==> config.mk <==
export PLATFORM = sky130hd
export DESIGN_NAME = hse_front
export DESIGN_NICKNAME = d
export VERILOG_FILES = /design/src/hw/rtl/hse_pkg.sv /design/src/hw/rtl/hse_front.sv
export SDC_FILE = /design/constraint.sdc
export NUM_CORES = 1
export LEC_CHECK = 0
export ABC_AREA = 0
export BUFFER_PORTS_ARGS = -buffer_cell sky130_fd_sc_hd__buf_2
export CORE_MARGIN = 1
export CORE_UTILIZATION = 53
export CTS_CLUSTER_SIZE = 16
export DETAILED_ROUTE_END_ITERATION = 7
export PLACE_DENSITY = 0.79
export SYNTH_ARGS = -nofsm -noshare
export SYNTH_HDL_FRONTEND = slang
export SYNTH_SLANG_ARGS = --single-unit
==> constraint.sdc <==
create_clock -name clk_i -period 3.8 [get_ports clk_i]
set_clock_uncertainty 0.2 [all_clocks]
set_input_delay 0.76 -clock clk_i [delete_from_list [all_inputs] [get_ports clk_i]]
set_output_delay 0.76 -clock clk_i [all_outputs]
set_load 0.03 [all_outputs]
==> src/hw/rtl/hse_pkg.sv <==
package hse_pkg;

  typedef enum logic [1:0] {
    OP_BYTE      = 2'd0,
    OP_IDLE      = 2'd1,
    OP_LAST      = 2'd2,
    OP_LAST_BYTE = 2'd3
  } op_e;

  typedef struct packed {
    op_e        op;
    logic [7:0] data;
  } cmd_t;

  typedef enum logic [3:0] {
    ST_IDLE,
    ST_IKEY_RUN,
    ST_ABSORB,
    ST_MSG_RUN,
    ST_PAD,
    ST_PAD_RUN,
    ST_OKEY_LOAD,
    ST_OKEY_RUN,
    ST_OUT_LOAD,
    ST_OUT_RUN,
    ST_EMIT
  } state_e;

  localparam logic [7:0] IPAD = 8'h36;
  localparam logic [7:0] OPAD = 8'h5C;

  localparam logic [255:0] INIT_H = {
    32'h6a09e667, 32'hbb67ae85, 32'h3c6ef372, 32'ha54ff53a,
    32'h510e527f, 32'h9b05688c, 32'h1f83d9ab, 32'h5be0cd19};

  function automatic logic [31:0] round_k(input logic [5:0] t);
    logic [31:0] k;
    case (t)
      6'd0: k = 32'h428a2f98;  6'd1: k = 32'h71374491;  6'd2: k = 32'hb5c0fbcf;
      6'd3: k = 32'he9b5dba5;  6'd4: k = 32'h3956c25b;  6'd5: k = 32'h59f111f1;
      6'd6: k = 32'h923f82a4;  6'd7: k = 32'hab1c5ed5;  6'd8: k = 32'hd807aa98;
      6'd9: k = 32'h12835b01;  6'd10: k = 32'h243185be; 6'd11: k = 32'h550c7dc3;
      6'd12: k = 32'h72be5d74; 6'd13: k = 32'h80deb1fe; 6'd14: k = 32'h9bdc06a7;
      6'd15: k = 32'hc19bf174; 6'd16: k = 32'he49b69c1; 6'd17: k = 32'hefbe4786;
      6'd18: k = 32'h0fc19dc6; 6'd19: k = 32'h240ca1cc; 6'd20: k = 32'h2de92c6f;
      6'd21: k = 32'h4a7484aa; 6'd22: k = 32'h5cb0a9dc; 6'd23: k = 32'h76f988da;
      6'd24: k = 32'h983e5152; 6'd25: k = 32'ha831c66d; 6'd26: k = 32'hb00327c8;
      6'd27: k = 32'hbf597fc7; 6'd28: k = 32'hc6e00bf3; 6'd29: k = 32'hd5a79147;
      6'd30: k = 32'h06ca6351; 6'd31: k = 32'h14292967; 6'd32: k = 32'h27b70a85;
      6'd33: k = 32'h2e1b2138; 6'd34: k = 32'h4d2c6dfc; 6'd35: k = 32'h53380d13;
      6'd36: k = 32'h650a7354; 6'd37: k = 32'h766a0abb; 6'd38: k = 32'h81c2c92e;
      6'd39: k = 32'h92722c85; 6'd40: k = 32'ha2bfe8a1; 6'd41: k = 32'ha81a664b;
      6'd42: k = 32'hc24b8b70; 6'd43: k = 32'hc76c51a3; 6'd44: k = 32'hd192e819;
      6'd45: k = 32'hd6990624; 6'd46: k = 32'hf40e3585; 6'd47: k = 32'h106aa070;
      6'd48: k = 32'h19a4c116; 6'd49: k = 32'h1e376c08; 6'd50: k = 32'h2748774c;
      6'd51: k = 32'h34b0bcb5; 6'd52: k = 32'h391c0cb3; 6'd53: k = 32'h4ed8aa4a;
      6'd54: k = 32'h5b9cca4f; 6'd55: k = 32'h682e6ff3; 6'd56: k = 32'h748f82ee;
      6'd57: k = 32'h78a5636f; 6'd58: k = 32'h84c87814; 6'd59: k = 32'h8cc70208;
      6'd60: k = 32'h90befffa; 6'd61: k = 32'ha4506ceb; 6'd62: k = 32'hbef9a3f7;
      default: k = 32'hc67178f2;
    endcase
    return k;
  endfunction

endpackage

==> src/hw/rtl/hse_front.sv <==
module hse_front (
  input  logic             clk_i,
  input  logic             rst_ni,
  input  logic             s_valid_i,
  output logic             s_ready_o,
  input  logic             has_byte_i,
  input  logic [7:0]       msg_byte_i,
  input  logic             is_last_i,
  output logic             q_valid_o,
  input  logic             q_ready_i,
  output hse_pkg::cmd_t    q_cmd_o
);

  // Two-entry queue of classified commands.
  hse_pkg::cmd_t mem_q [2];
  logic          wr_ptr_q, rd_ptr_q;
  logic [1:0]    cnt_q;
  hse_pkg::cmd_t cmd;
  logic          push, pop;

  always_comb begin
    cmd.data = msg_byte_i;
    if (is_last_i && has_byte_i) cmd.op = hse_pkg::OP_LAST_BYTE;
    else if (is_last_i) cmd.op = hse_pkg::OP_LAST;
    else if (has_byte_i) cmd.op = hse_pkg::OP_BYTE;
    else cmd.op = hse_pkg::OP_IDLE;
  end

  assign s_ready_o = (cnt_q != 2'd2);
  assign push      = s_valid_i && s_ready_o;
  assign q_valid_o = (cnt_q != 2'd0);
  assign pop       = q_valid_o && q_ready_i;
  assign q_cmd_o   = mem_q[rd_ptr_q];

  always_ff @(posedge clk_i) begin
    if (push) begin
      mem_q[wr_ptr_q] <= cmd;
    end
  end

  always_ff @(posedge clk_i or negedge rst_ni) begin
    if (!rst_ni) begin
      wr_ptr_q <= 1'b0;
      rd_ptr_q <= 1'b0;
      cnt_q    <= 2'd0;
    end else begin
      if (push) wr_ptr_q <= ~wr_ptr_q;
      if (pop)  rd_ptr_q <= ~rd_ptr_q;
      cnt_q <= cnt_q + {1'b0, push} - {1'b0, pop};
    end
  end

`ifndef SYNTH
  a_cnt_range: assert property (@(posedge clk_i) disable iff (!rst_ni) cnt_q != 2'd3)
    else $error("queue count out of range");
  a_no_push_full: assert property (@(posedge clk_i) disable iff (!rst_ni)
    cnt_q == 2'd2 |-> !push) else $error("push into full queue");
  a_no_pop_empty: assert property (@(posedge clk_i) disable iff (!rst_ni)
    cnt_q == 2'd0 |-> !pop) else $error("pop from empty queue");
`endif

endmodule

==> impl_metrics.toml, run 1 <==
[layout]
drive_above_1_share = 0.488
n_antenna_cell = 0
final_cell_mix = "buf_2 (25), edfxtp_1 (20), mux2_2 (10)"
final_common_cell = "buf_2"
final_design_area_no_fill_sq_mm = 0.00115
nNetsFinal = 101
syn2layout_area_growth_pct = 18.2

[clock_tree]
numCtsBuffers = 3
cts_sinks = 24
cts-root-buf = "clkbuf_4"
clk_path_buf_depth = 2
cts_hold_buf = 0
clk_pin_slew_ns = 0.12
clk_latency_ns = 0.29
postCtsSetupBuffers = 0
cts_tree = "yes"
cts.htree.levels = 1
cts_resized = 0

[worst_setup_path]
crit_fanout = 11
cp-end-kind = "primary output"
slowest_delay_ns = 0.64
crit_required_ns = 2.84
worstPathArrival_ns = 1.49
path_class = "reg2out"
rr_endpoint = "mem_q[0][6]"
critPathSlowestCell = "dfrtp_1"
worstPathCellList = "mux2_2 -> buf_2"
setup.worst_path.start = "rd_ptr_q"
rrSetupSlack_ns = 1.90
r2r-start = "cnt_q[0]"
start_kind = "register"
r2r_cells = 3

[floorplan]
num_rows = 15
io_pins = 26
die_h_microns = 44.9
die-area_sq_mm = 0.00201
start_util = 0.564
die_width_microns = 44.9
coreArea_sq_mm = 0.00173

[yosys]
synth_top_family_by_area = "multiplexers"
synthesis.area_sq_um = 975
synth_top_area_frac = 0.616
synthMuxAreaShare = 0.116
synth_compound_area_frac = 0.0308
synth_top_cell_by_area = "edfxtp_1"
synth-adder-area-share = 0.0257
syn_nets = 72
ys_seq_elements = 24
synthCells = 56
yosys_warnings = 0
synth_xor_area_frac = 0.0270
yosysUniqueCellTypes = 19
syn_avg_cell_area_sq_um = 17.4
yosys-top-cells-area = "edfxtp_1 (62%), mux2_2 (12%), dfrtp_1 (10%), xnor2_1 (2.7%), ha_1 (2.6%)"
yosys.area_share.simple = 0.0732
ys_seq_area_frac = 0.719

[timing]
post-route-min-period_ns = 2.45
fin_crit_sh = 0.645
final.setup.tns_ns = 0
finalSetupViolations = 0
rsz0062_at_grt = "false"
tightest_slew_ns = 0.801
setup_ws_ns = 1.35
relSlewSlack = 0.464
drv_slew = 0
hold_violations = 0
fmax_ghz = 0.408
hold_slack_ns = 0.0489

[grt]
grt_max_degree = 14
grt_pass1_vias = 503
antenna_found_initial = 0
grt_overflow = 0
grtUsageTotal = 0.153
grt_pass1_wl_mm = 2.08

[detailed_routing]
ant_nets = 0
routed_wl_mm = 1.36
wl_per_cell_microns = 12.5
dr.pass1.iters = 3
drt-vias-per-instance = 5.00
vias = 545
drt_iter0_drc = 7
drc = 0

[pwr]
power_density_mw_per_mm2 = 760
leakage_nw = 0.456
vdd_drop_max_mv = 0.429

[placement]
hpwl_mm = 1.02
dp_slack_ns = 1.56
place_area_sq_mm = 0.00113
place_congestion = 0.624
port_buffers = 25

[flow_run]
cap_violations = 0

[worst_hold_path]
hold_path_class = "in2async"

[run_status]
status = "complete, no violations"
routing by layer:
layer | share of wire | vias up | global-route usage
li1 | - | 266 | -
met1 | 0.42 | 264 | 0.170
met2 | 0.53 | 13 | 0.285
met3 | 0.035 | 2 | 0.0360
met4 | 0.0073 | 0 | 0.0545
met5 | 0 | - | 0
logic make-up (layout without fill, tap and decap cells):
logic type                 count (synthesis)  in the layout
muxes                                     10             10
buffers and inverters                      2             30
DFF                                       24             24
adders and majority gates                  2              2
AOI/OAI and AO/OA                          3              3
and+or+nand+nor                           12             12
xor gates and xnor gates                   3              3
Yosys cell counts:
library cell	count
edfxtp_1	20
mux2_2	10
dfrtp_1	4
nor2_1	3
xnor2_1	3
ha_1	2
nand2_1	2
a311oi_2	1
and3_1	1
buf_2	1
inv_1	1
nand2b_1	1
nand3_1	1
nor2b_1	1
nor4bb_2	1
o21ai_0	1
o21ba_1	1
or2_1	1
or2_2	1
critical path, delay by kind of cell, from the launching register on:
family | cells | cell delay, ns
multiplexers | 1 | 0.39
flip-flops | 1 | 0.64
buffers and inverters | 1 | 0.18
state kept, by name (all words and copies together), names as in the netlist:
name,count
cnt_q,2
wr_ptr_q,1
rd_ptr_q,1
mem_q,20
cell type report:
cell class	count	area (sq um)
tap	25	31.3
timing repair buffer	25	125
multi-input combinational	30	265
fill	141	574
sequential	24	701
inverter	1	3.75
clock buffer	4	26.3
how the worst max path moves through the flow:
stage	endpoint	slack [ns]
after CTS	q_cmd_o[2]	1.32
after detailed placement	mem_q[0][3]	1.56
after global placement	mem_q[0][3]	1.59
final	q_cmd_o[2]	1.35
after floorplan	q_cmd_o[0]	1.88
after global routing	q_cmd_o[2]	1.26
power breakdown:
part           internal [mW]  switching, mW
clock network         0.0407         0.0643
registers              0.366         0.0556
logic                  0.141          0.208
per-stage QoR:
step                cells  utilization  power, mW
floorplan              56            -      0.693
global placement      105        0.652      0.774
detailed placement    105        0.652      0.785
CTS                   109        0.667      0.887
global route          109        0.667      0.925
finish                109        0.667      0.876
Note: power is estimated with default switching activity, not from simulation.
==> run 2: changes to the inputs <==
- ABC_AREA: 0 -> 1
- CORE_UTILIZATION: 53 -> 45
- PLACE_DENSITY: 0.79 -> 0.72
- clock period: 3.8 -> 2 ns (I/O delays scaled with it)
==> run 2 against run 1 <==
Core utilization decreased by 7.4 points. Wire length increased by 18%. Sequential share of layout area decreased by 1.8 points. Largest power group is now combinational cells. Highest routed layer unchanged.
==> impl_metrics.toml, run 2 <==
[run_status]
status = "complete, no violations"

[timing]
post-route-min-period_ns = 1.88
fmax_ghz = 0.532
hold_slack_ns = 0.0784
rsz0062_at_grt = "false"
relSlewSlack = 0.804
setup_ws_ns = 0.122
drv_slew = 0
final.setup.tns_ns = 0
fin_crit_sh = 0.939
finalSetupViolations = 0
hold_violations = 0
tightest_slew_ns = 0.294

[clock_tree]
postCtsSetupBuffers = 0
clk_pin_slew_ns = 0.12
cts-root-buf = "clkbuf_4"
clk_path_buf_depth = 2
clk_latency_ns = 0.30
numCtsBuffers = 3
cts_tree = "yes"
cts.htree.levels = 1
cts_sinks = 24

[floorplan]
num_rows = 16
start_util = 0.488
die_width_microns = 48.6
die-area_sq_mm = 0.00236
coreArea_sq_mm = 0.00200
io_pins = 26
die_h_microns = 48.6

[worst_setup_path]
rr_endpoint = "cnt_q[1]"
r2r-start = "cnt_q[1]"
path_class = "reg2out"
r2r_cells = 10
rrSetupSlack_ns = 0.32
cp-end-kind = "primary output"
start_kind = "register"
worstPathArrival_ns = 1.28
crit_required_ns = 1.40
crit_fanout = 11

[worst_hold_path]
hold_path_class = "in2reg"
holdPathEnd = "mem_q[0][1]"
min_from = "msg_byte_i[1]"
worst_hold_path.num_cells = 1

[detailed_routing]
drt-vias-per-instance = 4.63
routed_wl_mm = 1.61
drc = 0
ant_nets = 0
drt_iter0_drc = 17
wl_per_cell_microns = 11.1
dr.pass1.iters = 4
vias = 672

[yosys]
yosysUniqueCellTypes = 15
synthCells = 87
ys_seq_elements = 24
synth_top_cell_by_area = "edfxtp_1"
synth_top_area_frac = 0.615
synthesis.area_sq_um = 977
yosysMostFrequentCell = "nand2_1"
synthArstFlopShare = 0.167
synthFlopType = "edfxtp_1"
yosys_warnings = 0
syn_avg_cell_area_sq_um = 11.2
synth.top_cells.by_count = "nand2_1 (37), edfxtp_1 (20), inv_1 (8)"
ys_seq_area_frac = 0.717
yosys-top-cells-area = "edfxtp_1 (61%), nand2_1 (14%), dfrtp_1 (10%), inv_1 (3.1%), ha_1 (2.6%)"
synth-edff-count = 20
syn_nets = 103

[layout]
final_cell_mix = "nand2_1 (37), buf_2 (25), edfxtp_1 (20)"
top_register = "mem_q"
syn2layout_area_growth_pct = 21.6
n_antenna_cell = 0
drive_above_1_share = 0.305
largest_reg_flops = 20
final_common_cell = "nand2_1"
top_regs = "mem_q: 20 flops, cnt_q: 2 flops"
nNetsFinal = 135

[pwr]
finalPower_mw = 1.79
power_density_mw_per_mm2 = 1510
leakage_nw = 0.560
vdd_drop_max_mv = 0.816

[grt]
grt_busiest_layer = "met2"
grt_max_degree = 14
antenna_found_initial = 0
grt_util_met2 = 0.252
grt_pass1_vias = 626
grtUsageMet1 = 0.178
grt_pass1_wl_mm = 2.66
met3_usage = 0.0220
grt_overflow = 0
grtUsageTotal = 0.151

[placement]
port_buffers = 25
dp_slack_ns = 0.322
hpwl_mm = 1.22
place_congestion = 0.800

[flow_run]
cap_violations = 0
==> run 2: changes by cell type after synthesis, moves of 2 or more <==
cell,delta
nand2_1,+35
mux2_2,-10
inv_1,+7
xnor2_1,-3
nand2_2,+2
==> run 2: kinds of logic after synthesis <==
| logic type | after synthesis | synth area share |
|---|---|---|
| flops | 24 | 0.717 |
| simple gates | 47 | 0.193 |
| buf+inv | 11 | 0.0448 |
| compound gates | 2 | 0.0102 |
| fa+ha+maj | 2 | 0.0256 |
| xor+xnor | 1 | 0.00896 |
==> run 2: where the power goes <==
group          switching, mW  internal [mW]
clock network          0.132         0.0777
logic                  0.564          0.235
registers             0.0903          0.695
==> run 2: final cells by class <==
cell class                      instances  area [sq um]
Fill cell                             181           813
Sequential cell                        24           702
Inverter                                9          36.3
Multi-Input combinational cell         52           233
Tap cell                               27          33.8
Clock buffer                            4          26.3
Timing Repair Buffer                   29           158
==> run 2: critical path: stages, from the launching register on <==
cell	delay [ns]
dfrtp_2	0.52
inv_4	0.15
nand2_1	0.06
nand2_1	0.06
buf_2	0.19
==> run 2: metal layers <==
layer  up-vias  part of all wire
li1        339                 -
met1       307              0.42
met4         0             0.032
met5         -                 0
met2        20              0.51
met3         6             0.039
==> run 2: worst max path at each step <==
stage	from	endpoint	slack, ns	depth (start not counted)
after global placement	rd_ptr_q	q_cmd_o[9]	0.38	4
after floorplan	cnt_q[1]	mem_q[0][0]	0.25	3
after global routing	rd_ptr_q	q_cmd_o[8]	0.01	4
after detailed placement	q_ready_i	cnt_q[1]	0.32	11
after CTS	rd_ptr_q	q_cmd_o[9]	0.03	4
final	rd_ptr_q	q_cmd_o[5]	0.12	4
==> run 2: through the flow <==
step | instance area [sq um] | cells | util
CTS | 1190 | 145 | 0.593
detailed placement | 1150 | 140 | 0.574
floorplan | 977 | 87 | -
global placement | 1150 | 140 | 0.574
finish | 1190 | 145 | 0.594
global route | 1190 | 145 | 0.594
==> run 2: what timing repair did <==
action / 4_1_cts / 5_1_grt
hold buffers: 1 / 0
endpoints found under the setup margin: 3 / 10
gates cloned: 0 / 0
gates resized for setup: 1 / 1
endpoints found under the hold margin: 4 / 0
